$ cat config.mk
export PLATFORM = sky130hd
export DESIGN_NAME = cdbd_cfg_regs
export DESIGN_NICKNAME = d
export VERILOG_FILES = /design/src/design/chirp_dedrift_block_decimator_top_assert.svh /design/src/design/cdbd_pkg.sv /design/src/design/cdbd_cfg_regs.sv
export SDC_FILE = /design/constraint.sdc
export NUM_CORES = 1
export LEC_CHECK = 0
export ABC_CLOCK_PERIOD_IN_PS = 1050
export BUFFER_PORTS_ARGS = -buffer_cell sky130_fd_sc_hd__buf_4
export CORE_AREA = 5 5 167 169
export DETAILED_ROUTE_END_ITERATION = 10
export DIE_AREA = 0 0 172 174
export GPL_TIMING_DRIVEN = 1
export PLACE_DENSITY = 0.48
export SLEW_MARGIN = 20
export SYNTH_ARGS = -nofsm -noshare
export SYNTH_HDL_FRONTEND = slang
export SYNTH_SLANG_ARGS = --single-unit
$ cat constraint.sdc
create_clock -name clk -period 1.05 [get_ports clk]
set_clock_uncertainty 0.05 [all_clocks]
set_input_delay 0.0525 -clock clk [delete_from_list [all_inputs] [get_ports clk]]
set_output_delay 0.0525 -clock clk [all_outputs]
set_load 0.02 [all_outputs]
$ cat src/design/chirp_dedrift_block_decimator_top_assert.svh
// Assertion macros for the dechirp decimator.
// Included by the top level; no other dependencies.
`ifndef CHIRP_DEDRIFT_BLOCK_DECIMATOR_TOP_ASSERT_SVH
`define CHIRP_DEDRIFT_BLOCK_DECIMATOR_TOP_ASSERT_SVH

// same-cycle implication, disabled during reset
`define CDBD_ASSERT_IMP(label, clk, rst_n, ante, cons, msg) \
  label: assert property (@(posedge clk) disable iff (!rst_n) (ante) |-> (cons)) \
    else $error(msg);

// next-cycle implication, disabled during reset
`define CDBD_ASSERT_NXT(label, clk, rst_n, ante, cons, msg) \
  label: assert property (@(posedge clk) disable iff (!rst_n) (ante) |=> (cons)) \
    else $error(msg);

`endif

$ cat src/design/cdbd_pkg.sv
// Shared types, constants and rounding helpers for the dechirp decimator.
// No dependencies.
package cdbd_pkg;

  localparam int MAX_BLOCK_DEF   = 4096;
  localparam int SAMPLE_BITS_DEF = 16;

  localparam int CFG_ADDR_W = 3;
  localparam int CFG_DATA_W = 32;
  localparam int ROT_W      = 32;
  localparam int BLK_LEN_W  = 13;
  localparam int GAIN_W     = 16;
  localparam int LIMIT_W    = 16;
  localparam int SUM_W      = 48;
  localparam int OUT_W      = 32;

  // register indexes
  localparam logic [CFG_ADDR_W-1:0] REG_INIT_STEP_RE = 3'd0;
  localparam logic [CFG_ADDR_W-1:0] REG_INIT_STEP_IM = 3'd1;
  localparam logic [CFG_ADDR_W-1:0] REG_STEP_TURN_RE = 3'd2;
  localparam logic [CFG_ADDR_W-1:0] REG_STEP_TURN_IM = 3'd3;
  localparam logic [CFG_ADDR_W-1:0] REG_BLOCK_LENGTH = 3'd4;
  localparam logic [CFG_ADDR_W-1:0] REG_OUTPUT_GAIN  = 3'd5;
  localparam logic [CFG_ADDR_W-1:0] REG_OUTPUT_LIMIT = 3'd6;

  localparam logic signed [ROT_W-1:0] ONE_Q30  = 32'sh4000_0000;
  localparam logic signed [ROT_W-1:0] ZERO_Q30 = 32'sh0000_0000;

  localparam logic signed [SUM_W-1:0] SUM_MAX = 48'sh7FFF_FFFF_FFFF;
  localparam logic signed [SUM_W-1:0] SUM_MIN = 48'sh8000_0000_0000;
  localparam logic signed [OUT_W-1:0] OUT_MAX = 32'sh7FFF_FFFF;
  localparam logic signed [OUT_W-1:0] OUT_MIN = 32'sh8000_0000;

  typedef struct packed {
    logic signed [ROT_W-1:0] init_step_re;
    logic signed [ROT_W-1:0] init_step_im;
    logic signed [ROT_W-1:0] step_turn_re;
    logic signed [ROT_W-1:0] step_turn_im;
    logic [BLK_LEN_W-1:0]    block_length;
    logic [GAIN_W-1:0]       output_gain;
    logic [LIMIT_W-1:0]      output_limit;
  } cfg_t;

  // controller to datapath
  typedef struct packed {
    logic load;     // word accepted: capture sample
    logic restart;  // reset rotator, step and sum
    logic mul;      // form all products
    logic acc;      // fold products into sum, rotator and step
    logic end_blk;  // this word closes a block
    logic emit;     // closed block yields a result
  } dp_cmd_t;

  // round a Q2.30 product pair back to Q2.30, saturate to 32 bits
  function automatic logic signed [ROT_W-1:0] rnd_sat_q30(input logic signed [64:0] s);
    logic signed [65:0] t;
    logic signed [35:0] q;
    t = 66'(s) + 66'sd536870912;
    q = 36'(t >>> 30);
    if (q > 36'(OUT_MAX)) begin
      return OUT_MAX;
    end else if (q < 36'(OUT_MIN)) begin
      return OUT_MIN;
    end
    return 32'(q);
  endfunction

  // saturating accumulator limit
  function automatic logic signed [SUM_W-1:0] sat_sum(input logic signed [SUM_W:0] s);
    if (s > 49'(SUM_MAX)) begin
      return SUM_MAX;
    end else if (s < 49'(SUM_MIN)) begin
      return SUM_MIN;
    end
    return 48'(s);
  endfunction

  // round sum*gain by 2^32, saturate to 32 bits
  function automatic logic signed [OUT_W-1:0] rnd_sat_out(input logic signed [64:0] p);
    logic signed [65:0] t;
    logic signed [33:0] q;
    t = 66'(p) + 66'sd2147483648;
    q = 34'(t >>> 32);
    if (q > 34'(OUT_MAX)) begin
      return OUT_MAX;
    end else if (q < 34'(OUT_MIN)) begin
      return OUT_MIN;
    end
    return 32'(q);
  endfunction

endpackage

$ cat src/design/cdbd_cfg_regs.sv
// Configuration register file for the dechirp decimator.
// Depends on cdbd_pkg.
module cdbd_cfg_regs (
  input  logic                            clk,
  input  logic                            rst_n,
  input  logic                            cfg_we,
  input  logic [cdbd_pkg::CFG_ADDR_W-1:0] cfg_addr,
  input  logic [cdbd_pkg::CFG_DATA_W-1:0] cfg_wdata,
  output cdbd_pkg::cfg_t                  cfg
);
  import cdbd_pkg::*;

  cfg_t cfg_r;

  always_ff @(posedge clk) begin
    if (!rst_n) begin
      cfg_r.init_step_re <= ONE_Q30;
      cfg_r.init_step_im <= ZERO_Q30;
      cfg_r.step_turn_re <= ONE_Q30;
      cfg_r.step_turn_im <= ZERO_Q30;
      cfg_r.block_length <= 13'd1;
      cfg_r.output_gain  <= 16'hFFFF;
      cfg_r.output_limit <= 16'hFFFF;
    end else if (cfg_we) begin
      case (cfg_addr)
        REG_INIT_STEP_RE: cfg_r.init_step_re <= $signed(cfg_wdata);
        REG_INIT_STEP_IM: cfg_r.init_step_im <= $signed(cfg_wdata);
        REG_STEP_TURN_RE: cfg_r.step_turn_re <= $signed(cfg_wdata);
        REG_STEP_TURN_IM: cfg_r.step_turn_im <= $signed(cfg_wdata);
        REG_BLOCK_LENGTH: cfg_r.block_length <= cfg_wdata[BLK_LEN_W-1:0];
        REG_OUTPUT_GAIN:  cfg_r.output_gain  <= cfg_wdata[GAIN_W-1:0];
        REG_OUTPUT_LIMIT: cfg_r.output_limit <= cfg_wdata[LIMIT_W-1:0];
        default: ;
      endcase
    end
  end

  assign cfg = cfg_r;

endmodule

==> metrics list, run 1 <==
- Run status: completed
- The cell count after synthesis came out at 621.
* Post-detailed-placement half-perimeter wirelength: 14,430 µm
- Once routing completed, OpenROAD measured the worst setup slack at around 40 ps.
* Final Net Count: between 900 and 1,000
- The initial antenna violation count is 0.
* Core area: approximately 0.026 mm²
- Antenna cell count: 0
* Ports: approximately 210
- In this run the number of cells on the critical path is 1.
- Yosys mapped the design onto 14 distinct sky130hd cell types.
- The critical path goes through buf_4.
* Inserted Clock Buffers: 17
- Largest area contributor in the netlist: dfxtp_1
- Effective utilization at floorplan: 0.2440
- Hold Crit Depth: 3
- DR vias: 5,166
* Via count of the first global-routing pass: between 5,000 and 6,000
- In this run the tightest slew margin relative to its limit is 0.7543.
- Number of standard cells in the layout, taps in and fillers out: approximately 1,200
- Total GRT Usage: 0.1320
* Skew-Pair Late Insertion Delay: ~420 ps
- Of the available clock period, the critical path in the final layout requires 0.9626.
* Aggregate global routing overflow: 0
- Internal power consumption: ~11 mW
- The worst hold path belongs to the class in -> reg.
* Measured slew at the worst slew-check pin: about 370 ps
- Once detail routing completed, the nets flagged for antenna violations numbered 0.
- Measured along the y axis, the die boundary spans between 150 and 200 µm.
- Wire length of the first global-routing pass: 30,990 µm
- The share of total power dissipated in combinational logic is 0.099.
* Pleak: 4.754 nW
* RSZ-0062 raised after global routing: yes
- Of the total power, the share spent switching nets is 0.2622.
- Clock-pin slew was measured on the worst setup and hold paths at approximately 70 ps.
* Final setup fails: 0
- The share of total power dissipated in the clock network is 0.435.
* Top cells by area, synth: dfxtp_1, mux2i_1, nand2_1
* HP Start: rst_n
- Synthesized Nets: between 600 and 700
- Final number of hold-violating endpoints: 0
- Horizontal die dimension: ~170 µm
- First-iteration detailed-routing DRC count: about 140
* Fraction of final layout cells sized beyond drive strength 1: 0.4900
- Buf/Inv on CP: 1
- After synthesis the cells add up to around 0.0064 mm².
- TritonCTS clock tree: built
- Post-synth top area share: 0.5371
* Worst Reg2Reg Path Length in Cells: 3
* Die Area: roughly 0.03 mm²
- Row count: 60
* Hold EP: cfg[3]$_SDFFE_PN1P_
- Static timing analysis puts the maximum clock frequency at slightly below 1000 MHz.
- Slowest-stage cell, CP: dfxtp_2
- Counting flops and latches in the post-synthesis netlist gives roughly 170.
* Post-placement cell count: 1,169
- Max Cap Viol: 0
- Largest net degree at the start of global routing: 45
* Number of warnings reported in the yosys synthesis log: 0
* Wire per inst: around 16 µm
- For the worst setup path, the data required time is 950 ps.
- Placed standard-cell area: between 0.008 and 0.009 mm²
- CTS placed an instance of clkbuf_16 at the clock tree root.
* Clock sink count: about 170
- Prior to clock tree synthesis, the placed netlist has a worst setup slack of -262.3 ps.
- At the worst endpoint, the arrival time is around 910 ps.
* Share of total power in sequential cells: 0.466
- In this design, the stage delay of the slowest critical-path cell is between 300 and 400 ps.
- Total number of H-tree levels: 4
- Post-layout utilization of the core: 0.3866
* Layout overhead on the synthesized area: 58.44%
* R2R Setup Slk: between 200 and 300 ps
* Critical Path Start Type: register
* Average cell area after synthesis: ~10 µm²
- The number of pins with negative max-slew slack in the final report came to 0.
- Before antenna repair, the detailed router went through 4 iterations.
- For the finished layout, the period the worst path requires is around 1000 ps.
- For this design the total switching power over the nets is roughly 3.8 mW.
- Post-layout instance area: between 0.01 and 0.015 mm²
- Cell area power density: 1434 mW/mm²
- In the routed layout, each cell is associated on average with a via count of 4.169.
- No sink is reached through more buffers than the 2 on the longest clock path.
* Kind of end point of the critical path: output port
- For this block, the routed nets add up to between 20,000 and 25,000 µm of wire.
- In this run the critical register-to-register path is captured at cfg[171]$_SDFFE_PN1P_.
- Fill count: between 2,000 and 3,000
- Largest register FFs: approximately 170
- Detailed-route DRC error count: 0
* Routability congestion estimate from global placement: around 0.75
- Number of I/O port buffers: 210
- Worst r2r src: cfg[171]$_SDFFE_PN1P_
* Kind of critical path: reg -> out
- CP delay by family, top: flip-flops
* Proportion of synthesized chip area in sequential cells: 0.5371
- Of all nets on the critical path, the largest fanout is 2.
- Worst VDD drop: 0.7367 mV
layout by cell type (no fill, tap or decap):
master / instances
buf_6: 84
nand4bb_1: 1
or4b_4: 1
nor4b_2: 1
inv_6: 3
dfxtp_2: 147
bufinv_16: 1
mux2i_1: 173
inv_8: 5
dlygate4sd3_1: 33
buf_4: 159
clkbuf_16: 17
nand2_1: 170
nand4bb_4: 1
clkinv_2: 2
nor4bb_4: 1
and4b_1: 1
nor2b_1: 52
nand4b_1: 2
buf_12: 14
clkinvlp_4: 4
dfxtp_1: 26
synthesized netlist by cell type (all sizes together):
master   count
and4b        1
buf         21
clkbuf      24
dfxtp      173
mux2i      173
nand2      170
nand4b       2
nand4bb      2
nor2b       52
nor4b        1
nor4bb       1
or4b         1
cells by family (layout without fill, tap and decap cells):
kind of cell / Yosys count / count (layout) / share of synthesized area
flip-flops: 173 / 173 / 0.5371
multiplexers: 173 / 173 / 0.2685
buffers and inverters: 45 / 322 / 0.03279
AND/OR/NAND/NOR: 230 / 230 / 0.1616
repair_timing:
item,4_1_cts,5_1_grt
resized for setup,67,163
pin swaps,0,0
hold buffers,33,0
endpoints found under the hold margin,132,0
endpoints found under the setup margin,62,132
buffers inserted,0,5
area by class of cell:
class,count,area [µm²],share of cell area
clock inverters,15,152.6,0.01494
clock buffers,17,425.4,0.04164
well taps,341,426.7,0.04176
flip-flops and latches,173,3647,0.3570
repair buffers,290,2750,0.2692
multi-input cells,403,2815,0.2755
tightest hold or removal path, delay by kind of cell:
| kind | cells | cell delay [ps] |
|---|---|---|
| buf+inv | 1 | 150 |
| mux | 1 | 110 |
| simple gates | 1 | 150 |
power groups by stage:
| stage | registers [mW] | clock network [mW] | logic, mW |
|---|---|---|---|
| after floorplan | 7.10 | 0 | 0.478 |
| after CTS | 6.80 | 6.61 | 1.44 |
| after detailed placement | 6.94 | 0 | 1.33 |
| after global placement | 6.94 | 0 | 1.33 |
| final | 6.82 | 6.37 | 1.45 |
| after global routing | 6.84 | 6.92 | 1.56 |
metrics by stage:
step	hold slack, ps	setup TNS (ps)	power, mW
finish	24.97	0	14.65
floorplan	164.0	-769.3	7.581
global route	9.886	-13.76	15.32
CTS	3.477	0	14.85
detailed placement	287.5	-19520	8.266
global placement	285.6	-18440	8.265
worst max-delay path by stage:
stage	slack, ps	endpoint	startpoint
after CTS	0.06	cfg[92]	cfg[92]$_SDFFE_PN0P_
after global placement	-260	cfg[153]$_SDFFE_PN0P_	cfg_addr[1]
after global routing	-4	cfg[68]	cfg[68]$_SDFFE_PN0P_
after detailed placement	-260	cfg[150]$_SDFFE_PN0P_	cfg_addr[1]
final	40	cfg[43]	cfg[43]$_SDFFE_PN0P_
after floorplan	-80	cfg[171]$_SDFFE_PN1P_	cfg_addr[0]
layer usage:
metal,part of all wire,global-route usage,vias to the layer above
li1,-,-,2576
met1,0.45,0.1711,2444
met2,0.47,0.2137,130
met3,0.059,0.03935,16
met4,0.012,0.03570,0
met5,0,0,-
(Power assumes the default switching activity.)
==> inputs of run 2 (changes only) <==
--- a/config.mk
+++ b/config.mk
@@ -5,7 +5,7 @@
 export SDC_FILE = /design/constraint.sdc
 export NUM_CORES = 1
 export LEC_CHECK = 0
-export ABC_CLOCK_PERIOD_IN_PS = 1050
+export ABC_CLOCK_PERIOD_IN_PS = 900
 export BUFFER_PORTS_ARGS = -buffer_cell sky130_fd_sc_hd__buf_4
 export CORE_AREA = 5 5 167 169
 export DETAILED_ROUTE_END_ITERATION = 10
==> constraint.sdc (replaced) <==
create_clock -name clk -period 0.9 [get_ports clk]
set_clock_uncertainty 0.05 [all_clocks]
set_input_delay 0.045 -clock clk [delete_from_list [all_inputs] [get_ports clk]]
set_output_delay 0.045 -clock clk [all_outputs]
set_load 0.05 [all_outputs]
==> metrics list, run 2 (synthesized netlist as in run 1, its figures left out) <==
- CP delay by family, top: flip-flops (unchanged)
- Final antenna-violating net count: 0 (unchanged)
- The routed via count was 5,235 (was 5,166).
- The switching share of total power came to 0.2668 (was 0.2622).
- The count of input and output buffers is 210 (unchanged).
- Pins Over Slew Limit: 0 (unchanged)
- Wire length of the first global-routing pass: 31,890 µm (was 30,990 µm)
- The H-tree depth was 4 (unchanged).
- Initial antenna violation count: 0 (unchanged)
- The number of sinks driven by the clock tree came to 173 (unchanged).
- DRT Pass-1 Iters: 6 (was 4)
- Delay of the slowest critical-path stage: 360 ps (was 330 ps)
- Fin crit share: 1.144
* Core area: 0.02643 mm² (unchanged)
- Buf/Inv on CP: 1 (unchanged)
- Skew-Pair Late Insertion Delay: 420 ps (about the same)
- Final Worst Setup Slack: -129.8 ps (was 39.31 ps)
- Worst Reg2Reg Path Length in Cells: 4 (was 3)
- RSZ-0062 raised after global routing: yes (unchanged).
* Largest register FFs: 173 (unchanged)
- The type of destination of the critical path was an output port (unchanged).
* Hold EP: cfg[149]$_SDFFE_PN0P_ (was cfg[3]$_SDFFE_PN1P_)
* Aggregate global routing overflow: 0 (unchanged)
- Ports: 211 (unchanged)
- Violated checks: negative setup slack
- The mean number of vias per cell is 4.155 (was 4.169).
- Internal power consumption: 13.40 mW (was 10.81 mW)
- Maximum clock insertion buffer count: 2 (unchanged)
- The post-CTS clock slew at the launch and capture registers of the worst setup and hold paths is 70 ps (about the same).
* Inserted Clock Buffers: 17 (unchanged)
* Layout overhead on the synthesized area: 77.84% (was 58.44%)
- Final critical delay including setup and external delays: about 1000 ps
- Commonest cells after routing, fill and taps aside: mux2i_1, buf_8, nand2_1, dfxtp_2, buf_4 (was mux2i_1, nand2_1, buf_4, dfxtp_2, buf_6)
- The share of cells above drive strength 1 came to 0.5321 (was 0.4900).
* Worst r2r src: cfg[51]$_SDFFE_PN0P_ (was cfg[171]$_SDFFE_PN1P_)
* Worst hold margin: 22.34 ps (was 24.97 ps)
- Vertical extent of the die: 174 µm (unchanged)
- Sw power: 4.875 mW (was 3.840 mW)
- Kind of critical path: reg -> out (unchanged)
- Master cell of the clock root buffer: clkbuf_16 (unchanged)
- The cell type of the slowest stage on the worst timing path was dfxtp_2 (unchanged).
* Via count of the first global-routing pass: 5,314 (was 5,324)
- The number of endpoints failing setup at the final stage is 173 (was 0).
- Post-layout utilization of the core: 0.4340 (was 0.3866)
* Row count: 60 (unchanged)
- TritonCTS clock tree: built (unchanged)
- The total wire length was 20,850 µm (was 20,100 µm).
- Hold Crit Depth: 4 (was 3)
* Post-detailed-placement half-perimeter wirelength: 14,690 µm (was 14,430 µm)
* R2R Path End: cfg[51]$_SDFFE_PN0P_ (was cfg[171]$_SDFFE_PN1P_)
- Worst path required time: 810 ps (was 950 ps)
- Worst slew margin relative to its limit: 0.7617 (was 0.7543)
- Min-Delay Path Class: in -> reg (unchanged)
- The count of max-cap constraint violations came to 0 (unchanged).
- Pleak: 5.188 nW (was 4.754 nW)
* R2R Setup Slk: 60 ps (was 250 ps)
- Measured slew at the worst slew-check pin: 357.0 ps (was 368.1 ps)
- Run status: finished with violations (was completed)
- The kind of start point of the critical path was a register (unchanged).
* Fill count: 2,522 (was 2,692)
* Detailed-route DRC error count: 0 (unchanged)
- Share of total power in sequential cells: 0.438 (was 0.466)
- The arrival time of the worst setup path was 930 ps (was 910 ps).
* Routability congestion estimate from global placement: 0.7383 (was 0.7480)
- Effective utilization at floorplan: 0.2440 (unchanged)
* Wire per inst: 16.55 µm (was 16.23 µm)
- The largest vdd supply drop is 1.177 mV (was 0.7367 mV).
- Horizontal die dimension: 172 µm (unchanged)
* Cell area power density: 1594 mW/mm² (was 1434 mW/mm²)
- The number of antenna diodes was 0 (unchanged).
* First-iteration detailed-routing DRC count: 178 (was 143)
* HP Start: rst_n (unchanged)
- Most frequent standard cell in the layout excluding fill and tap cells: mux2i_1 (unchanged)
- Achievable clock frequency: about 970 MHz
* Part of the total power dissipated in combinational logic: 0.127 (was 0.099)
* Largest net degree at the start of global routing: 42 (was 45)
- Final number of hold-violating endpoints: 0 (unchanged)
- The final net count was 944 (was 923).
* Die Area: 0.02993 mm² (unchanged)
* Biggest fanout along the worst timing path: 2 (unchanged)
* Total GRT Usage: 0.1371 (was 0.1320)
- Share of total power in the clock network: 0.435 (about the same)
* Cells traversed along the worst timing path: buf_8 (was buf_4)
## run 2: cell types whose count changed in the layout (fill, tap and decap cells not counted), sizes merged
| cell | change |
|---|---|
| inv | +1 |
| dlygate4sd3 | -1 |
| clkinv | -2 |
| bufinv | +2 |
| buf | +22 |
| clkinvlp | -1 |
## run 2: worst min-delay path: stages
cell,delay [ps]
buf_6,140
buf_12,150
nand2_1,60
mux2i_1,50
## run 2: per-layer routing
layer | GRT usage | share of wire | routed length, µm
met5 | 0 | 0 | 0
met1 | 0.1772 | 0.45 | 9295
met4 | 0.03538 | 0.015 | 308
met2 | 0.2272 | 0.49 | 10250
met3 | 0.03571 | 0.048 | 1002
## run 2: worst max-delay path by stage
| stage | from | to | slack (ps) | depth (start not counted) |
|---|---|---|---|---|
| finish | cfg[64]$_SDFFE_PN0P_ | cfg[64] | -130 | 1 |
| global route | cfg[136]$_SDFFE_PN0P_ | cfg[136] | -190 | 1 |
| CTS | cfg[121]$_SDFFE_PN0P_ | cfg[121] | -160 | 1 |
| detailed placement | cfg_addr[1] | cfg[165]$_SDFFE_PN0P_ | -360 | 3 |
| global placement | cfg_addr[1] | cfg[169]$_SDFFE_PN0P_ | -340 | 3 |
| floorplan | cfg_addr[0] | cfg[171]$_SDFFE_PN1P_ | -220 | 4 |
## run 2: metrics by stage
stage / setup TNS, ps / cell area, µm² / instances / power (mW) / worst slack [ps]
5_1_grt: -26890 / 11470 / 1260 / 19.04 / -187.6
3_5_place_dp: -44350 / 8916 / 1163 / 10.07 / -355.2
3_3_place_gp: -43980 / 8916 / 1163 / 10.08 / -339.1
2_1_floorplan: -3772 / 6690 / 621 / 9.268 / -220.3
4_1_cts: -23750 / 11260 / 1238 / 18.55 / -156.1
6_report: -19060 / 11470 / 1260 / 18.28 / -129.8
## run 2: final cells by class
class                   count  area [µm²]  area share
clock buffers              17       425.4     0.03709
multi-input cells         403        2826      0.2465
clock inverters            15       201.4     0.01756
flip-flops and latches    173        3687      0.3215
repair buffers            311        3901      0.3402
well taps                 341       426.7     0.03720
## run 2: power by group through the flow
stage | Sequential, mW | Combinational, mW | Clock [mW]
floorplan | 8.70 | 0.572 | 0
global placement | 8.12 | 1.96 | 0
detailed placement | 8.12 | 1.95 | 0
CTS | 8.01 | 2.31 | 8.23
global route | 8.02 | 2.45 | 8.57
finish | 8.00 | 2.32 | 7.96
## run 2: what timing repair did
item                       in CTS  in global routing
setup endpoints to repair     173                174
resized for setup             377                 14
pin swaps                       0                  0
hold buffers                   32                  0
setup buffers                  11                 22
hold endpoints to repair      134                  0
gates cloned                    0                  0
==> inputs of run 3 (changes only) <==
--- a/config.mk
+++ b/config.mk
@@ -7,11 +7,13 @@
 export LEC_CHECK = 0
 export ABC_CLOCK_PERIOD_IN_PS = 900
 export BUFFER_PORTS_ARGS = -buffer_cell sky130_fd_sc_hd__buf_4
+export CELL_PAD_IN_SITES_DETAIL_PLACEMENT = 1
+export CELL_PAD_IN_SITES_GLOBAL_PLACEMENT = 1
 export CORE_AREA = 5 5 167 169
 export DETAILED_ROUTE_END_ITERATION = 10
 export DIE_AREA = 0 0 172 174
 export GPL_TIMING_DRIVEN = 1
-export PLACE_DENSITY = 0.48
+export PLACE_DENSITY = 0.6
 export SLEW_MARGIN = 20
 export SYNTH_ARGS = -nofsm -noshare
 export SYNTH_HDL_FRONTEND = slang
==> metrics list, run 3 (synthesized netlist as in run 1, its figures left out) <==
- Run status: finished with violations (unchanged)
- Violated checks: negative setup slack (unchanged).
- Aggregate global routing overflow: 0 (unchanged)
* Critical Path Start Type: register (unchanged)
* Horizontal die dimension: 172 µm (unchanged)
- The slew at the pin with the worst max-slew slack came to 384.0 ps (was 357.0 ps).
* Most frequent standard cell in the layout excluding fill and tap cells: mux2i_1 (unchanged)
* DR vias: 5,412 (was 5,235)
- The critical path's largest stage delay is 360 ps (about the same).
* Register clock-pin slew on the reported worst setup and hold paths: 80 ps (was 70 ps)
* Achievable clock frequency: 968.9 MHz (was 971.0 MHz)
- The internal power contribution is 12.60 mW (was 13.40 mW).
- TritonCTS clock tree: built (unchanged)
- Post-detailed-placement half-perimeter wirelength: 15,170 µm (was 14,690 µm)
* Fin crit share: 1.147 (was 1.144)
- The number of pins with negative max-slew slack in the final report was 0 (unchanged).
- Skew-Pair Late Insertion Delay: 410 ps (was 420 ps)
- Share of total power in the clock network: 0.412 (was 0.435)
- Commonest cells after routing, fill and taps aside: mux2i_1, nand2_1, dfxtp_2, buf_8, buf_4 (was mux2i_1, buf_8, nand2_1, dfxtp_2, buf_4)
* Final critical delay including setup and external delays: 1032 ps (was 1030 ps)
- Biggest fanout along the worst timing path: 2 (unchanged)
* RSZ-0062 raised after global routing: yes (unchanged)
- Ports: 211 (unchanged)
* Maximum clock insertion buffer count: 2 (unchanged)
- Share of total power in sequential cells: 0.455 (was 0.438)
* Switching share of power: 0.2840 (was 0.2668)
- The switching power summed over all nets was 4.997 mW (was 4.875 mW).
- The kind of cell with the highest combined delay on the critical path was flip-flops (unchanged).
- Vertical extent of the die: 174 µm (unchanged)
- Routability congestion estimate from global placement: 0.7411 (was 0.7383)
* Number of I/O port buffers: 210 (unchanged)
- The largest net degree at the start of global routing came to 49 (was 42).
- The area overhead of the layout relative to synthesis is 77.30% (was 77.84%).
* Fraction of final layout cells sized beyond drive strength 1: 0.5336 (was 0.5321)
* Part of the total power dissipated in combinational logic: 0.133 (was 0.127)
* DRT Pass-1 Iters: 4 (was 6)
- Overall power consumption: 17.60 mW (was 18.28 mW)
- Kind of end point of the critical path: output port (unchanged)
- Crit path arrival time: 940 ps (was 930 ps)
* Final number of hold-violating endpoints: 0 (unchanged)
- The number of design rule violations left after detail routing is 0 (unchanged).
- Row count: 60 (unchanged)
- The via count of the first global-routing pass came to 5,865 (was 5,314).
* Worst path required time: 810 ps (about the same)
- Average vias per placed instance: 4.282 (was 4.155)
* Worst slew margin relative to its limit: 0.7436 (was 0.7617)
- The number of sinks driven by the clock tree came to 173 (unchanged).
- Cell area power density: 1539 mW/mm² (was 1594 mW/mm²)
* Final Routed Wirelength: 22,170 µm (was 20,850 µm)
* Buf/Inv on CP: 1 (unchanged)
* Max Cap Viol: 0 (unchanged)
* Final Net Count: 947 (was 944)
* R2R Setup Slk: 50 ps (was 60 ps)
- Initial antenna violation count: 1 (was 0)
- Largest register FFs: 173 (unchanged)
* Total number of H-tree levels: 4 (unchanged)
* Wire per inst: 17.54 µm (was 16.55 µm)
* Core area: 0.02643 mm² (unchanged)
- Min-Delay Path Class: in -> reg (unchanged)
- The clock buffer count from CTS was 17 (unchanged).
- Fill count: 2,832 (was 2,522)
- The cell leakage power is 5.184 nW (was 5.188 nW).
- Die Area: 0.02993 mm² (unchanged)
- Cells traversed along the worst timing path: buf_8 (unchanged).
- Effective utilization at floorplan: 0.2440 (unchanged)
* Final Worst Setup Slack: -132.1 ps (was -129.8 ps)
- The global router's overall resource usage was 0.1467 (was 0.1371).
* Worst slack after detailed placement: -372.3 ps (was -355.2 ps)
* Master cell of the clock root buffer: clkbuf_16 (unchanged)
* Wire length of the first global-routing pass: 34,290 µm (was 31,890 µm)
- Kind of critical path: reg -> out (unchanged)
- First-iteration detailed-routing DRC count: 154 (was 178)
* Slowest-stage cell, CP: dfxtp_2 (unchanged)
- The largest vdd supply drop is 0.8792 mV (was 1.177 mV).
* Final antenna-violating net count: 0 (unchanged)
* Final setup fails: 173 (unchanged)
-- run 3: timing repair --
action	CTS	global route
buffers inserted	17	18
gates resized for setup	373	13
hold buffers	32	0
endpoints found under the setup margin	173	174
cloned	0	0
endpoints found under the hold margin	129	0
pin swaps	0	0
-- run 3: layout make-up --
cell class,instances,area [µm²],share of cell area
Sequential cell,173,3687,0.3225
Antenna cell,1,2.502,0.0002189
Multi-Input combinational cell,403,2826,0.2472
Clock buffer,17,425.4,0.03721
Timing Repair Buffer,314,3918,0.3426
Clock inverter,15,147.6,0.01291
Tap cell,341,426.7,0.03732
-- run 3: layer usage --
metal	global-route usage	part of all wire
met1	0.1751	0.42
met2	0.2596	0.52
met3	0.03048	0.043
met4	0.04946	0.021
met5	0	0
-- run 3: worst paths after layout --
check,from,end,cells past startpoint
worst max-delay path,cfg[130]$_SDFFE_PN0P_,cfg[130],1
worst min-delay path,rst_n,cfg[45]$_SDFFE_PN0P_,4
worst max register to register,cfg[58]$_SDFFE_PN0P_,cfg[58]$_SDFFE_PN0P_,4
worst min register to register,cfg[123]$_SDFFE_PN0P_,cfg[123]$_SDFFE_PN0P_,2
-- run 3: power groups by stage --
| stage | sequential, mW | clock (mW) | combinational, mW |
|---|---|---|---|
| global placement | 8.12 | 0 | 1.96 |
| global route | 8.02 | 7.89 | 2.47 |
| detailed placement | 8.12 | 0 | 1.97 |
| CTS | 8.00 | 7.53 | 2.33 |
| floorplan | 8.70 | 0 | 0.572 |
| finish | 8.00 | 7.25 | 2.34 |
-- run 3: metrics by stage --
stage | TNS [ps] | util | cells | instance area [µm²] | hold slack (ps)
global route | -26680 | 0.4327 | 1264 | 11430 | 13.58
CTS | -24400 | 0.4257 | 1245 | 11250 | 1.145
global placement | -44630 | 0.3382 | 1164 | 8936 | 274.0
detailed placement | -46390 | 0.3382 | 1164 | 8936 | 282.4
floorplan | -3772 | - | 621 | 6690 | 149.0
finish | -19290 | 0.4327 | 1264 | 11430 | 22.97
