## src/design/chirp_dedrift_block_decimator_top_assert.svh

```systemverilog
// Assertion macros for the dechirp decimator.
// Included by the top level; no other dependencies.
`ifndef CHIRP_DEDRIFT_BLOCK_DECIMATOR_TOP_ASSERT_SVH
`define CHIRP_DEDRIFT_BLOCK_DECIMATOR_TOP_ASSERT_SVH

// same-cycle implication, disabled during reset
`define CDBD_ASSERT_IMP(label, clk, rst_n, ante, cons, msg) \
  label: assert property (@(posedge clk) disable iff (!rst_n) (ante) |-> (cons)) \
    else $error(msg);

// next-cycle implication, disabled during reset
`define CDBD_ASSERT_NXT(label, clk, rst_n, ante, cons, msg) \
  label: assert property (@(posedge clk) disable iff (!rst_n) (ante) |=> (cons)) \
    else $error(msg);

`endif

```

## src/design/cdbd_pkg.sv

```systemverilog
// Shared types, constants and rounding helpers for the dechirp decimator.
// No dependencies.
package cdbd_pkg;

  localparam int MAX_BLOCK_DEF   = 4096;
  localparam int SAMPLE_BITS_DEF = 16;

  localparam int CFG_ADDR_W = 3;
  localparam int CFG_DATA_W = 32;
  localparam int ROT_W      = 32;
  localparam int BLK_LEN_W  = 13;
  localparam int GAIN_W     = 16;
  localparam int LIMIT_W    = 16;
  localparam int SUM_W      = 48;
  localparam int OUT_W      = 32;

  // register indexes
  localparam logic [CFG_ADDR_W-1:0] REG_INIT_STEP_RE = 3'd0;
  localparam logic [CFG_ADDR_W-1:0] REG_INIT_STEP_IM = 3'd1;
  localparam logic [CFG_ADDR_W-1:0] REG_STEP_TURN_RE = 3'd2;
  localparam logic [CFG_ADDR_W-1:0] REG_STEP_TURN_IM = 3'd3;
  localparam logic [CFG_ADDR_W-1:0] REG_BLOCK_LENGTH = 3'd4;
  localparam logic [CFG_ADDR_W-1:0] REG_OUTPUT_GAIN  = 3'd5;
  localparam logic [CFG_ADDR_W-1:0] REG_OUTPUT_LIMIT = 3'd6;

  localparam logic signed [ROT_W-1:0] ONE_Q30  = 32'sh4000_0000;
  localparam logic signed [ROT_W-1:0] ZERO_Q30 = 32'sh0000_0000;

  localparam logic signed [SUM_W-1:0] SUM_MAX = 48'sh7FFF_FFFF_FFFF;
  localparam logic signed [SUM_W-1:0] SUM_MIN = 48'sh8000_0000_0000;
  localparam logic signed [OUT_W-1:0] OUT_MAX = 32'sh7FFF_FFFF;
  localparam logic signed [OUT_W-1:0] OUT_MIN = 32'sh8000_0000;

  typedef struct packed {
    logic signed [ROT_W-1:0] init_step_re;
    logic signed [ROT_W-1:0] init_step_im;
    logic signed [ROT_W-1:0] step_turn_re;
    logic signed [ROT_W-1:0] step_turn_im;
    logic [BLK_LEN_W-1:0]    block_length;
    logic [GAIN_W-1:0]       output_gain;
    logic [LIMIT_W-1:0]      output_limit;
  } cfg_t;

  // controller to datapath
  typedef struct packed {
    logic load;     // word accepted: capture sample
    logic restart;  // reset rotator, step and sum
    logic mul;      // form all products
    logic acc;      // fold products into sum, rotator and step
    logic end_blk;  // this word closes a block
    logic emit;     // closed block yields a result
  } dp_cmd_t;

  // round a Q2.30 product pair back to Q2.30, saturate to 32 bits
  function automatic logic signed [ROT_W-1:0] rnd_sat_q30(input logic signed [64:0] s);
    logic signed [65:0] t;
    logic signed [35:0] q;
    t = 66'(s) + 66'sd536870912;
    q = 36'(t >>> 30);
    if (q > 36'(OUT_MAX)) begin
      return OUT_MAX;
    end else if (q < 36'(OUT_MIN)) begin
      return OUT_MIN;
    end
    return 32'(q);
  endfunction

  // saturating accumulator limit
  function automatic logic signed [SUM_W-1:0] sat_sum(input logic signed [SUM_W:0] s);
    if (s > 49'(SUM_MAX)) begin
      return SUM_MAX;
    end else if (s < 49'(SUM_MIN)) begin
      return SUM_MIN;
    end
    return 48'(s);
  endfunction

  // round sum*gain by 2^32, saturate to 32 bits
  function automatic logic signed [OUT_W-1:0] rnd_sat_out(input logic signed [64:0] p);
    logic signed [65:0] t;
    logic signed [33:0] q;
    t = 66'(p) + 66'sd2147483648;
    q = 34'(t >>> 32);
    if (q > 34'(OUT_MAX)) begin
      return OUT_MAX;
    end else if (q < 34'(OUT_MIN)) begin
      return OUT_MIN;
    end
    return 32'(q);
  endfunction

endpackage

```

## src/design/cdbd_ctrl.sv

```systemverilog
// Sequencer for the dechirp decimator: handshake, block position and result count.
// Depends on cdbd_pkg.
module cdbd_ctrl #(
  parameter int MAX_BLOCK = cdbd_pkg::MAX_BLOCK_DEF
) (
  input  logic                           clk,
  input  logic                           rst_n,
  input  logic                           in_tvalid,
  output logic                           in_tready,
  input  logic                           start_channel,
  input  logic [cdbd_pkg::BLK_LEN_W-1:0] block_length,
  input  logic [cdbd_pkg::LIMIT_W-1:0]   output_limit,
  input  logic                           dump_busy,
  output cdbd_pkg::dp_cmd_t              cmd
);
  import cdbd_pkg::*;

  localparam int PB = (MAX_BLOCK > 1) ? $clog2(MAX_BLOCK) : 1;
  localparam int LW = (PB + 1 > BLK_LEN_W) ? PB + 1 : BLK_LEN_W;

  localparam logic [1:0] S_IDLE = 2'd0;
  localparam logic [1:0] S_MUL  = 2'd1;
  localparam logic [1:0] S_ACC  = 2'd2;

  logic [1:0]         state_r, state_nxt;
  logic [PB-1:0]      pos_r, pos_nxt;
  logic [LIMIT_W-1:0] given_r, given_nxt;
  logic [PB:0]        pos_inc;
  logic [LW-1:0]      len_eff;
  logic               end_blk, emit, accept;

  always_comb begin
    if (block_length == '0) begin
      len_eff = LW'(1);
    end else if (LW'(block_length) > LW'(MAX_BLOCK)) begin
      len_eff = LW'(MAX_BLOCK);
    end else begin
      len_eff = LW'(block_length);
    end
  end

  assign pos_inc = (PB + 1)'(pos_r) + (PB + 1)'(1);
  assign end_blk = (state_r == S_ACC) && (LW'(pos_inc) >= len_eff);
  assign emit    = end_blk && (given_r < output_limit);

  // take a new word while idle or while folding the last one, unless a result is queued
  assign in_tready = ((state_r == S_IDLE) || (state_r == S_ACC)) && !dump_busy && !emit;
  assign accept    = in_tvalid && in_tready;

  always_comb begin
    state_nxt = state_r;
    pos_nxt   = pos_r;
    given_nxt = given_r;
    case (state_r)
      S_IDLE: begin
        if (accept) begin
          state_nxt = S_MUL;
        end
      end
      S_MUL: begin
        state_nxt = S_ACC;
      end
      S_ACC: begin
        state_nxt = accept ? S_MUL : S_IDLE;
        pos_nxt   = end_blk ? '0 : PB'(pos_inc);
        if (emit) begin
          given_nxt = given_r + LIMIT_W'(1);
        end
      end
      default: begin
        state_nxt = S_IDLE;
      end
    endcase
    // restart overrides the position and result count of the previous word's fold
    if (accept && start_channel) begin
      pos_nxt   = '0;
      given_nxt = '0;
    end
  end

  always_ff @(posedge clk) begin
    if (!rst_n) begin
      state_r <= S_IDLE;
      pos_r   <= '0;
      given_r <= '0;
    end else begin
      state_r <= state_nxt;
      pos_r   <= pos_nxt;
      given_r <= given_nxt;
    end
  end

  always_comb begin
    cmd.load    = accept;
    cmd.restart = accept && start_channel;
    cmd.mul     = (state_r == S_MUL);
    cmd.acc     = (state_r == S_ACC);
    cmd.end_blk = end_blk;
    cmd.emit    = emit;
  end

endmodule

```

## config.mk

```make
export PLATFORM = sky130hd
export DESIGN_NAME = cdbd_ctrl
export DESIGN_NICKNAME = d
export VERILOG_FILES = /design/src/design/chirp_dedrift_block_decimator_top_assert.svh /design/src/design/cdbd_pkg.sv /design/src/design/cdbd_ctrl.sv
export SDC_FILE = /design/constraint.sdc
export NUM_CORES = 1
export LEC_CHECK = 0
export ABC_AREA = 1
export BUFFER_PORTS_ARGS = -buffer_cell sky130_fd_sc_hd__buf_4
export CORE_MARGIN = 2
export CORE_UTILIZATION = 35
export CTS_CLUSTER_DIAMETER = 200
export DETAILED_ROUTE_END_ITERATION = 8
export PLACE_DENSITY = 0.58
export SKIP_LAST_GASP = 1
export SLEW_MARGIN = 10
export SYNTH_ARGS = -nofsm -noshare
export SYNTH_HDL_FRONTEND = slang
export SYNTH_SLANG_ARGS = --single-unit
```

## constraint.sdc

```tcl
create_clock -name clk -period 3.3 [get_ports clk]
set_input_delay 0.33 -clock clk [delete_from_list [all_inputs] [get_ports clk]]
set_output_delay 0.33 -clock clk [all_outputs]
set_load 0.02 [all_outputs]
```

==> results list, run 1 <==
- The run finished with clean final reports.
* Number of I/O pins: 41
- First-pass GRT wire length: approximately 9900 microns
* Net switching power figure: 205 uW
- Total clock sinks: 30
* Hold crit path type: in -> reg
- For this design, the CTS-stage hold fixing added 0 buffers.
- Per report_power, the combinational group accounts for around 15% of the total.
- # Post-CTS Setup Buffers: 0
- For the final routed database, the setup TNS stands at 0 ns.
- At the worst endpoint, the arrival time is 2.80 ns.
- Counting flops with a built-in enable in the synthesized netlist gives 0.
- In this run, flip-flops and latches consume about 46% of the power.
- Commonest non-fill, non-tap cell in the layout: sky130_fd_sc_hd__nand2_1
- Setup violations remaining at the end of the flow were counted as 0.
* Synth-to-Final Area Change: 20.1%
* Flip-flop and latch count after synthesis: 30
- Worst setup skew after layout: roughly 0.0078 ns
* Register-to-register setup slack: between 0.4 and 0.5 ns
- Required @ worst endpoint: 2.97 ns
- Overflow left after global routing: 0
- In the layout the commonest cells are sky130_fd_sc_hd__nand2_1, sky130_fd_sc_hd__inv_1, sky130_fd_sc_hd__buf_4, sky130_fd_sc_hd__ha_1, sky130_fd_sc_hd__dfxtp_1.
- Wirelength, routed: 5870 microns
- Floorplan Core Area: ~7600 sq um
- The detailed router finished its first iteration with just under 100 violations.
* Overall power of the completed layout: approximately 790 uW
* Hold depth: 3
- CTS built an H-tree with a depth of 2.
- Post-placement cell count: between 500 and 600
* Avg Synthesized Cell Area: slightly below 7 sq um
- Post-cts repair resize count: 0
- Peak supply drop: ~150 uV
- The via count of the first global-routing pass came to around 2300.
- Width of the die: 92.3 microns
* Critical path capture point type: output pin
- For this run, the share of the core covered by cells in the final layout is between 40% and 50%.
* Clock group share of total power: about 39%
- Port buffering added 40 buffers.
* Power Density: between 200 and 250 nW/um^2
- Post-route DRC: 0
- Number of cells on the worst reg-to-reg path: 19
- Detail Placement HPWL: around 4800 microns
- Cell Area, Placed: approximately 3100 sq um
- Maximum clock frequency: 319 MHz
* Post-Layout Cell Count: between 500 and 600
- Clock tree root driver cell: sky130_fd_sc_hd__clkbuf_8
- Die area: about 8500 sq um
- For this run, the leading register cell type out of synthesis is sky130_fd_sc_hd__dfxtp_1.
- The finished cells cover about 3300 sq um.
* Number of buffers inserted during clock tree synthesis: 5
- Total global routing track utilization: between 10% and 20%
- The longest clock path from root to sink contains 2 buffers.
- Summed over all cells, the static leakage comes to between 0.0015 and 0.002 uW.
- Async set-or-reset flop fraction in the synthesized netlist: 0%
- Share of total power consumed by net switching: approximately a quarter
* Minimum clock period: around 3.1 ns
* RR Endpoint: given_r[15]$_SDFFE_PP0P_
- Share of post-route cells with drive strength above 1: between 20 and 30%
* Number of search-and-repair iterations in the first detailed-routing pass: 4
- Endpoint of the worst hold path: state_r[0]$_SDFFE_PN0P_
- Clock slew at reported path FFs: 0.07 ns
- Once the floorplan was initialized, standard cells occupied 35.7% of the core.
* Latest clock arrival within the worst-skew pair: slightly below 0.3 ns
* Antenna Nets Post-Route: 0
- Nets: between 500 and 600
- TritonCTS built the clock tree.
- For this block, the via count after detailed routing is approximately 2400.
* Post-route clock period utilization: between 90% and 100%
- Register area share after synthesis: between 20 and 25%
- Number of placement rows: 32
- The final number of max-transition violations is 0.
- After synthesis the cells add up to roughly 2700 sq um.
- Routed vias/inst: roughly 4.5
- The worst setup path is launched from a register.
- Worst reg2reg path startpoint: pos_r[2]$_SDFFE_PP0P_
* Number of hold violations in the final report: 0
- Instance count of the mapped netlist: roughly 400
- In this run the worst path has a maximum fanout of 4.
- Cell internal power dissipation: ~590 uW
* Transition time of the tightest slew-check pin: about 0.46 ns
- In the final routed layout, each cell accounts on average for 10.8 microns.
* RD Place Congestion: around 0.93
- Yosys printed 0 warnings.
- The worst pin sits at a relative slew slack of 69.5%.
- Synthesis produced a netlist with a net count of 461.
* Crit path kind: reg -> out
- The tool flagged a number of max-cap violations equal to 0.
* Number of antenna cells inserted: 0
- Die Y: approximately 90 microns
- Number of distinct library cells after synthesis: 30
- Number of antenna violations at the first check in global routing: 0
- Worst Min Path Start: rst_n
* Largest net degree at the start of global routing: 21
==> routing by layer <==
metal	up-vias	track usage (%)	part of all wire, %
li1	1311	-	-
met3	9	3.45	5.1
met4	0	4.23	1.5
met1	1076	19.1	50
met2	49	23.9	44
met5	-	0	0
==> worst max-delay path, stage by stage (launching register included) <==
cell	delay, ns
sky130_fd_sc_hd__dfxtp_2	0.38
sky130_fd_sc_hd__nand3_2	0.11
sky130_fd_sc_hd__nor2_2	0.16
sky130_fd_sc_hd__nand3_2	0.13
sky130_fd_sc_hd__nor2_4	0.15
sky130_fd_sc_hd__nand3_1	0.12
sky130_fd_sc_hd__xor2_2	0.18
sky130_fd_sc_hd__ha_1	0.30
sky130_fd_sc_hd__nand2_1	0.10
sky130_fd_sc_hd__a21oi_1	0.05
sky130_fd_sc_hd__nor2_1	0.08
sky130_fd_sc_hd__nand3_1	0.12
sky130_fd_sc_hd__nor2_2	0.17
sky130_fd_sc_hd__nor2_4	0.05
sky130_fd_sc_hd__nand2_4	0.12
sky130_fd_sc_hd__nand4_4	0.09
sky130_fd_sc_hd__inv_1	0.07
sky130_fd_sc_hd__buf_4	0.13
==> layout make-up <==
| type | count | area [sq um] |
|---|---|---|
| fill | 801 | 4370 |
| inverter | 67 | 256 |
| tap | 102 | 128 |
| clock buffer | 7 | 86.3 |
| multi-input combinational | 289 | 1820 |
| timing repair buffer | 46 | 370 |
| sequential | 30 | 608 |
| clock inverter | 1 | 5.00 |
==> metrics by stage <==
stage          hold WS [ns]  setup WS [ns]
6_report              0.317          0.166
5_1_grt               0.337        -0.0155
4_1_cts               0.320         0.0933
3_5_place_dp          0.441          0.242
3_3_place_gp          0.433          0.304
2_1_floorplan         0.421          0.330
==> state kept, by name (all words and copies together) (netlist names) <==
register,flops
given_r,16
state_r,2
pos_r,12
==> cell usage after synthesis (2+ instances only) <==
cell type                 count  share of area, %
sky130_fd_sc_hd__nor2_4      11               4.5
sky130_fd_sc_hd__buf_6        2              0.83
sky130_fd_sc_hd__nand3_1     15               2.8
sky130_fd_sc_hd__o21ai_0      6               1.1
sky130_fd_sc_hd__a22oi_1      5               1.4
sky130_fd_sc_hd__buf_4        6               1.7
sky130_fd_sc_hd__nor2_2      16               3.7
sky130_fd_sc_hd__ha_1        30                14
sky130_fd_sc_hd__nor3_1      10               1.8
sky130_fd_sc_hd__a21oi_1      9               1.7
sky130_fd_sc_hd__dfxtp_1     30                22
sky130_fd_sc_hd__inv_1       60               8.3
sky130_fd_sc_hd__xor2_1      16               5.1
sky130_fd_sc_hd__o21ai_1      4              0.73
sky130_fd_sc_hd__xnor2_1      8               2.6
sky130_fd_sc_hd__buf_12       2               1.5
sky130_fd_sc_hd__nor2_1      27               3.7
sky130_fd_sc_hd__nand4_1      3              0.69
sky130_fd_sc_hd__nand2_2      9               2.1
sky130_fd_sc_hd__nand2_1    108                15
sky130_fd_sc_hd__inv_2        6              0.83
sky130_fd_sc_hd__nor4_1       5               1.1
sky130_fd_sc_hd__nand2_4      2              0.83
==> power groups by stage <==
| stage | Sequential, uW | Combinational (uW) | Clock [uW] |
|---|---|---|---|
| floorplan | 372 | 65.2 | 0 |
| global placement | 373 | 115 | 0 |
| detailed placement | 373 | 117 | 0 |
| CTS | 364 | 117 | 321 |
| global route | 364 | 130 | 337 |
| finish | 364 | 117 | 310 |
==> how the worst max path moves through the flow <==
stage,startpoint,endpoint,slack [ns]
final,pos_r[2]$_SDFFE_PP0P_,cmd[4],0.17
after detailed placement,block_length[8],in_tready,0.24
after CTS,pos_r[0]$_SDFFE_PP0P_,in_tready,0.09
after global placement,block_length[8],in_tready,0.30
after global routing,pos_r[2]$_SDFFE_PP0P_,cmd[5],-0.02
after floorplan,pos_r[0]$_SDFFE_PP0P_,in_tready,0.33
==> cells by family (layout without fill, tap and decap cells) <==
family | count (synthesis) | after routing | share of synthesized area [%]
simple gates | 209 | 209 | 37.5
flops | 30 | 30 | 22.0
compound gates | 26 | 26 | 5.46
buf+inv | 78 | 121 | 13.5
xor+xnor | 24 | 24 | 7.71
fa+ha+maj | 30 | 30 | 13.8
No activity file was read; power rests on OpenSTA's default activity.
==> inputs of run 2 (changes only) <==
--- a/config.mk
+++ b/config.mk
@@ -7,11 +7,11 @@
 export LEC_CHECK = 0
 export ABC_AREA = 1
 export BUFFER_PORTS_ARGS = -buffer_cell sky130_fd_sc_hd__buf_4
-export CORE_MARGIN = 2
 export CORE_UTILIZATION = 35
 export CTS_CLUSTER_DIAMETER = 200
 export DETAILED_ROUTE_END_ITERATION = 8
 export PLACE_DENSITY = 0.58
+export SETUP_SLACK_MARGIN = 0.2
 export SKIP_LAST_GASP = 1
 export SLEW_MARGIN = 10
 export SYNTH_ARGS = -nofsm -noshare
==> constraint.sdc (replaced) <==
create_clock -name clk -period 3.3 [get_ports clk]
set_input_delay 0.33 -clock clk [delete_from_list [all_inputs] [get_ports clk]]
set_output_delay 0.33 -clock clk [all_outputs]
set_load 0.005 [all_outputs]
==> results list, run 2 (same netlist as run 1, synthesis figures left out) <==
- Run status: completed (unchanged)
- Minimum clock period: 3.02 ns (was 3.13 ns)
- Die area: 8150 sq um (was 8510 sq um)
- Crit path launch: pos_r[0]$_SDFFE_PP0P_ (was pos_r[2]$_SDFFE_PP0P_)
- Flip-flop count of the largest register after layout: 16 (unchanged)
- Width of the die: 90.3 microns (was 92.3 microns)
- The critical path class was reg -> out (unchanged).
- The clock sink count was 30 (unchanged).
- The number of buffers on the longest clock path was 2 (unchanged).
- Register Area: 622 sq um (was 608 sq um)
* Slowest stage cell, crit path: sky130_fd_sc_hd__dfxtp_4 (was sky130_fd_sc_hd__dfxtp_2)
* Number of inserted filler cells in the final layout: 750 (was 801)
* Number of slew-limit violations in the final report: 0 (unchanged)
- Setup repair after global routing could not meet its margin everywhere.
- Count of hold-fix buffers inserted at cts: 0 (unchanged)
- The longest individual stage delay on the worst path came to 0.39 ns (was 0.38 ns).
- Clock tree root driver cell: sky130_fd_sc_hd__clkbuf_8 (unchanged)
- Worst hold margin: 0.325 ns (was 0.317 ns)
* Final Core Density: 47.1% (was 42.8%)
- Maximum fanout count along the critical path: 6 (was 4)
- RR Endpoint: given_r[5]$_SDFFE_PP0P_ (was given_r[15]$_SDFFE_PP0P_)
- Final setup viols: 0 (unchanged)
* Total area of multi-input combinational cells: 1890 sq um (was 1820 sq um)
- Setup Slack @ Placement: 0.301 ns (was 0.242 ns)
* Total via count after detailed routing: 2453 (was 2445)
- The effective utilization at floorplan is 36.8% (was 35.7%).
* Ordered list of cells on the worst path: ha_4 > nand2_4 > nor2_4 > nand2_2 > nor3_2 > xor2_1 > ha_1 > nand2_2 > nor2_4 > nand4_1 > nand3_2 > nor2_4 > nor2_4 > nand2_4 > inv_8 > nor3_4 > buf_4 (was nand3_2 > nor2_2 > nand3_2 > nor2_4 > nand3_1 > xor2_2 > ha_1 > nand2_1 > a21oi_1 > nor2_1 > nand3_1 > nor2_2 > nor2_4 > nand2_4 > nand4_4 > inv_1 > buf_4)
- The total number of cells along the worst setup path came to 17 (unchanged).
- Critical path buffer and inverter count: 2 (unchanged)
- Count of max-cap constraint violations: 0 (unchanged)
- Port Buffers: 40 (unchanged)
* Commonest non-fill, non-tap cell in the layout: sky130_fd_sc_hd__nand2_1 (unchanged)
* Critical path arrival: 2.69 ns (was 2.80 ns)
- The pin count of the biggest net entering global routing is 18 (was 21).
* Most frequent cells in the layout: sky130_fd_sc_hd__nand2_1, sky130_fd_sc_hd__inv_1, sky130_fd_sc_hd__buf_4, sky130_fd_sc_hd__ha_1, sky130_fd_sc_hd__nor2_1 (was sky130_fd_sc_hd__nand2_1, sky130_fd_sc_hd__inv_1, sky130_fd_sc_hd__buf_4, sky130_fd_sc_hd__ha_1, sky130_fd_sc_hd__dfxtp_1)
- Number of hold violations in the final report: 0 (unchanged)
- The final clock period utilization by the worst path came to 91.4% (was 95.0%).
- Library cell appearing most often on the critical path: sky130_fd_sc_hd__nor2_4
- The number of buffers added by the clock tree synthesis step is 5 (unchanged).
- The worst path setup slack after routing was 0.283 ns (was 0.166 ns).
- Number of I/O pins: 41 (unchanged)
- Register with the most flip-flops: given_r (unchanged)
- Synth-to-Final Area Change: 28.1% (was 20.1%)
* RD Place Congestion: 0.835 (was 0.933)
- The clock latency on the worst-skew pair was 0.28 ns (was 0.29 ns).
* Total global routing track utilization: 14.5% (was 14.6%)
- The critical path launch point type was a register (unchanged).
- The required time of the critical path is 2.97 ns (about the same).
- The remaining global-route overflow is 0 (unchanged).
- Power Density: 236 nW/um^2 (was 241 nW/um^2)
- The count of standard-cell rows was 31 (was 32).
- Worst setup skew after layout: 0.0102 ns (was 0.00779 ns)
- The clock-pin transition on the worst setup and hold timing paths was 0.06 ns (was 0.07 ns).
* Die Y: 90.3 microns (was 92.3 microns)
- The core area was 7410 sq um (was 7650 sq um).
- The worst-case vdd ir drop came to 232 uV (was 150 uV).
- The global-route wire length before repair is 9830 microns (was 9900 microns).
* Detail Placement HPWL: 4420 microns (was 4770 microns)
- The launching point of the worst reg2reg path was pos_r[0]$_SDFFE_PP0P_ (was pos_r[2]$_SDFFE_PP0P_).
* Wirelength, routed: 5920 microns (was 5870 microns)
- Number of antenna cells inserted: 0 (unchanged)
- The number of detailed-route iterations in the first pass was 4 (unchanged).
- The worst max-slew margin expressed relative to the limit was 70.0% (was 69.5%).
- Maximum clock frequency: 331 MHz (was 319 MHz)
* Transition time of the tightest slew-check pin: 0.449 ns (was 0.456 ns)
- The number of vias per cell after detailed routing is 4.42 (was 4.51).
- Termination of the worst setup path: in_tready (was cmd[4])
* Cell family contributing the most delay on the critical path: simple AND/OR/NAND/NOR gates (unchanged)
- The fraction of final layout cells sized beyond drive strength 1 came to 32.0% (was 26.8%).
- The number of antenna violations at the first check in global routing is 0 (unchanged).
- Via count of the first global-routing pass: 2237 (was 2295)
- The cell count after placement was 532 (was 534).
* Setup TNS: 0 ns (unchanged)
- The count of H-tree levels built during CTS was 2 (unchanged).
* Nets: 519 (was 503)
- The iteration-0 DRC count of the detailed router was 65 (was 97).
- Post-Layout Cell Count: 555 (was 542)
* Post-route DRC: 0 (unchanged)
- Critical path capture point type: output pin (unchanged)
* Post-DR wirelength/cell: 10.7 microns (was 10.8 microns)
- The worst reg-to-reg path cell count is 20 (was 19).
* Registers with the highest flip-flop counts: given_r x16, pos_r x12, state_r x2 (unchanged)
- Hold crit path type: in -> reg (unchanged)
- The TritonCTS clock tree was built (unchanged).
- The setup slack on the worst flop-to-flop path was 0.40 ns (was 0.46 ns).
- Static leakage: 0.00164 uW (was 0.00152 uW)
- The count of nets left with antenna violations after detail routing came to 0 (unchanged).
-- run 2: cell types whose count changed in the layout (fill, tap and decap cells not counted), sizes merged --
cell / before / now
clkinv: 1 / 0
clkbuf: 7 / 8
buf: 46 / 62
-- run 2: where the power goes --
part | switching [uW] | internal, uW | leakage [uW]
clock network | 135 | 210 | 0.0000575
logic | 59.9 | 56.4 | 0.00134
registers | 1.76 | 359 | 0.000247
total | 197 | 626 | 0.00164
-- run 2: per-layer routing --
metal	track usage, %	wire length, microns
met4	3.23	85
met5	0	0
met3	3.20	189
met1	19.5	2970
met2	23.6	2680
-- run 2: worst min path at each step --
stage,startpoint,to,slack (ns),cells after the start
after detailed placement,state_r[1]$_SDFFE_PN0P_,state_r[1]$_SDFFE_PN0P_,0.44,1
after global placement,state_r[1]$_SDFFE_PN0P_,state_r[1]$_SDFFE_PN0P_,0.43,1
after global routing,rst_n,state_r[1]$_SDFFE_PN0P_,0.35,3
after CTS,rst_n,state_r[0]$_SDFFE_PN0P_,0.32,3
after floorplan,state_r[1]$_SDFFE_PN0P_,state_r[1]$_SDFFE_PN0P_,0.42,1
final,rst_n,state_r[0]$_SDFFE_PN0P_,0.33,3
-- run 2: stage by stage --
| step | power (uW) | instance area, sq um |
|---|---|---|
| floorplan | 434 | 2730 |
| global placement | 480 | 3100 |
| detailed placement | 481 | 3100 |
| CTS | 831 | 3290 |
| global route | 865 | 3490 |
| finish | 823 | 3490 |
-- run 2: worst reg2reg max path, stage by stage (launching register included) --
cell and delay [ns]:
sky130_fd_sc_hd__dfxtp_4 0.39, sky130_fd_sc_hd__ha_4 0.16, sky130_fd_sc_hd__nand2_4 0.06, sky130_fd_sc_hd__nor2_4 0.09, sky130_fd_sc_hd__nand2_2 0.07, sky130_fd_sc_hd__buf_4 0.15
sky130_fd_sc_hd__xor2_2 0.15, sky130_fd_sc_hd__ha_1 0.33, sky130_fd_sc_hd__nand2_2 0.08, sky130_fd_sc_hd__nor2_2 0.14, sky130_fd_sc_hd__nand4_1 0.12, sky130_fd_sc_hd__nand3_2 0.13
sky130_fd_sc_hd__nor2_4 0.04, sky130_fd_sc_hd__nor2_4 0.10, sky130_fd_sc_hd__nand2_4 0.11, sky130_fd_sc_hd__buf_4 0.15, sky130_fd_sc_hd__buf_4 0.13, sky130_fd_sc_hd__buf_6 0.14
sky130_fd_sc_hd__o21ai_1 0.16, sky130_fd_sc_hd__inv_2 0.05, sky130_fd_sc_hd__nor2_2 0.09
-- run 2: timing repair --
action,in CTS,in global routing
endpoints found under the setup margin,4,16
endpoints found under the hold margin,0,0
buffers inserted,6,9
pin swaps,5,17
gates resized for setup,12,34
gates cloned,0,0
-- run 2: area by class of cell --
class,instances,share of cell area [%]
clock buffers,8,3.15
inverters,67,7.42
multi-input cells,289,54.2
flip-flops and latches,30,17.8
well taps,99,3.55
repair buffers,62,13.9
==> inputs of run 3 (changes only) <==
==> constraint.sdc (replaced) <==
create_clock -name clk -period 3.3 [get_ports clk]
set_input_delay 0.165 -clock clk [delete_from_list [all_inputs] [get_ports clk]]
set_output_delay 0.165 -clock clk [all_outputs]
set_load 0.005 [all_outputs]
==> results list, run 3 (same netlist as run 1, synthesis figures left out) <==
* Initial Utilization: 36.8% (unchanged)
- The critical hold path startpoint was rst_n (unchanged).
- The number of buffers added to fix hold violations after cts was 0 (unchanged).
- The net switching power figure came to 205 uW (was 197 uW).
- Width of the die: 90.3 microns (unchanged)
* Crit path kind: reg -> out (unchanged)
- The number of nets in the layout was 512 (was 519).
* Post-DR wirelength/cell: 10.7 microns (about the same)
- The clock tree root driver cell is sky130_fd_sc_hd__clkbuf_8 (unchanged).
- The post-detailed-routing wire length came to 5870 microns (was 5920 microns).
- The number of buffers added by the clock tree synthesis step was 5 (unchanged).
- Fraction of power consumed by combinational cells: 14.4% (was 14.1%)
- The global-route wire length before repair was 9650 microns (was 9830 microns).
- The post-detailed-placement cell area came to 3090 sq um (was 3100 sq um).
- The data arrival time of the critical path is 2.81 ns (was 2.69 ns).
* Commonest non-fill, non-tap cell in the layout: sky130_fd_sc_hd__nand2_1 (unchanged)
* Maximum fanout count along the critical path: 11 (was 6)
* Worst path setup slack after routing: 0.328 ns (was 0.283 ns)
- The clock-pin transition on the worst setup and hold timing paths was 0.07 ns (was 0.06 ns).
* RD Place Congestion: 0.835 (about the same)
- The post-route non-filler standard cell count came to 548 (was 555).
- Die Y: 90.3 microns (unchanged)
- Maximum clock frequency: 336 MHz (was 331 MHz)
- The transition time of the tightest slew-check pin was 0.443 ns (was 0.449 ns).
- Flop pwr share: 46.1% (was 43.9%)
- Static leakage: 0.00158 uW (was 0.00164 uW)
- The launching point of the worst reg2reg path was pos_r[0]$_SDFFE_PP0P_ (unchanged).
* Critical path capture point type: output pin (unchanged)
- The number of buffers on the longest clock path is 2 (unchanged).
- The final clock period utilization by the worst path was 90.1% (was 91.4%).
- The number of antenna violations at the first check in global routing was 0 (unchanged).
* Setup Slack @ Placement: 0.286 ns (was 0.301 ns)
- The remaining global-route overflow came to 0 (unchanged).
* Worst setup skew after layout: 0.0104 ns (was 0.0102 ns)
- The pin count of the biggest net entering global routing was 21 (was 18).
- The half-perimeter wire length after detailed placement came to 4530 microns (was 4420 microns).
- Run status: completed (unchanged).
* Initial drt markers: 101 (was 65)
* Via count of the first global-routing pass: 2216 (was 2237)
- Setup TNS: 0 ns (unchanged)
* Post-placement cell count: 530 (was 532)
- Clock tree from TritonCTS: built (unchanged)
- The clock network fraction of design power is 39.5% (was 42.0%).
- The largest register by flop count was given_r (unchanged).
- The antenna diode instance count came to 0 (unchanged).
- Worst slew margin relative to its limit: 70.4% (was 70.0%)
- Worst hold margin: 0.149 ns (was 0.325 ns)
- Minimum clock period: 2.97 ns (was 3.02 ns)
* Number of I/O pins: 41 (unchanged)
* Cell internal power dissipation: 584 uW (was 626 uW)
- The total of endpoints with negative setup slack in the final report is 0 (unchanged).
- The post-layout instance area was 3400 sq um (was 3490 sq um).
- The number of detailed-route iterations in the first pass was 4 (unchanged).
- The power density over the cells was 232 nW/um^2 (was 236 nW/um^2).
- The clock sink count was 30 (unchanged).
- RSZ-0062 raised after global routing: no (was yes)
* Most frequent cells in the layout: sky130_fd_sc_hd__nand2_1, sky130_fd_sc_hd__inv_1, sky130_fd_sc_hd__buf_4, sky130_fd_sc_hd__ha_1 (was sky130_fd_sc_hd__nand2_1, sky130_fd_sc_hd__inv_1, sky130_fd_sc_hd__buf_4, sky130_fd_sc_hd__ha_1, sky130_fd_sc_hd__nor2_1)
* Count of max-cap constraint violations: 0 (unchanged)
- The clock latency on the worst-skew pair came to 0.29 ns (was 0.28 ns).
- The switching share of power is 25.9% (was 23.9%).
* Routed vias/inst: 4.53 (was 4.42)
- H-tree depth: 2 (unchanged)
- Total via count after detailed routing: 2485 (was 2453)
- Required @ worst endpoint: 3.13 ns (was 2.97 ns)
- Share of post-route cells with drive strength above 1: 29.6% (was 32.0%)
- The final number of max-transition violations was 0 (unchanged).
- Total global routing track utilization: 14.4% (was 14.5%)
- Flip-flop count of the largest register after layout: 16 (unchanged)
- The class of the most critical hold timing path is in -> reg (unchanged).
- Die area: 8150 sq um (unchanged)
* Port Buffers: 40 (unchanged)
- The growth of design area from synthesis to finish is 24.9% (was 28.1%).
- The launch point of the critical path is pos_r[0]$_SDFFE_PP0P_ (unchanged).
* Post-route DRC: 0 (unchanged)
* Floorplan Core Area: 7410 sq um (unchanged)
- The hold violation count in the final report was 0 (unchanged).
* Critical Path Start Type: register (unchanged)
- The count of nets left with antenna violations after detail routing was 0 (unchanged).
* Peak supply drop: 211 uV (was 232 uV)
- Registers with the highest flip-flop counts: given_r x16, pos_r x12, state_r x2 (unchanged)
* Number of placement rows: 31 (unchanged)
## run 3: final timing paths
kind                                   to  slack (ns)  cells past startpoint
setup / recovery                   cmd[0]        0.33                     17
hold / removal    state_r[0]$_SDFFE_PN0P_        0.15                      3
setup reg to reg    pos_r[3]$_SDFFE_PP0P_        0.41                     18
hold reg to reg   state_r[1]$_SDFFE_PN0P_        0.45                      1
## run 3: power groups by stage
stage	clock network (uW)	logic (uW)	registers, uW
6_report	312	114	363
3_5_place_dp	0	110	373
4_1_cts	322	111	364
2_1_floorplan	0	61.8	372
5_1_grt	339	128	363
3_3_place_gp	0	108	373
## run 3: cell type report
type | instances | area [sq um]
fill | 737 | 4000
clock buffer | 6 | 82.6
timing repair buffer | 55 | 438
clock inverter | 2 | 12.5
multi-input combinational | 289 | 1870
tap | 99 | 124
inverter | 67 | 264
sequential | 30 | 612
## run 3: what timing repair did
item | in CTS | in global routing
setup buffers | 1 | 9
setup endpoints to repair | 1 | 28
resized for setup | 2 | 31
pin swaps | 1 | 8
## run 3: routing by layer
metal  track usage (%)  up-vias  share of wire (%)
li1                  -     1330                  -
met1              19.2     1099                 49
met2              23.2       44                 45
met3              3.03       12                3.6
met4              4.70        0                1.7
met5                 0        -                  0
## run 3: critical path, stage by stage, from the launching register on
cell                       delay [ns]
sky130_fd_sc_hd__dfxtp_4         0.39
sky130_fd_sc_hd__ha_4            0.15
sky130_fd_sc_hd__nand2_2         0.08
sky130_fd_sc_hd__nor2_2          0.11
sky130_fd_sc_hd__nand2_2         0.11
sky130_fd_sc_hd__nor3_2          0.14
sky130_fd_sc_hd__xor2_1          0.23
sky130_fd_sc_hd__ha_1            0.29
sky130_fd_sc_hd__nand2_1         0.07
sky130_fd_sc_hd__a21oi_1         0.06
sky130_fd_sc_hd__nor2_1          0.12
sky130_fd_sc_hd__nand3_2         0.11
sky130_fd_sc_hd__nor2_4          0.14
sky130_fd_sc_hd__nor2_4          0.05
sky130_fd_sc_hd__nand2_4         0.14
sky130_fd_sc_hd__clkinv_8        0.06
sky130_fd_sc_hd__buf_12          0.14
sky130_fd_sc_hd__buf_4           0.13
## run 3: per-stage QoR
step           power [uW]  util (%)
5_1_grt               831      46.0
3_3_place_gp          481      41.7
6_report              789      46.0
4_1_cts               797      43.2
3_5_place_dp          483      41.7
2_1_floorplan         434         -
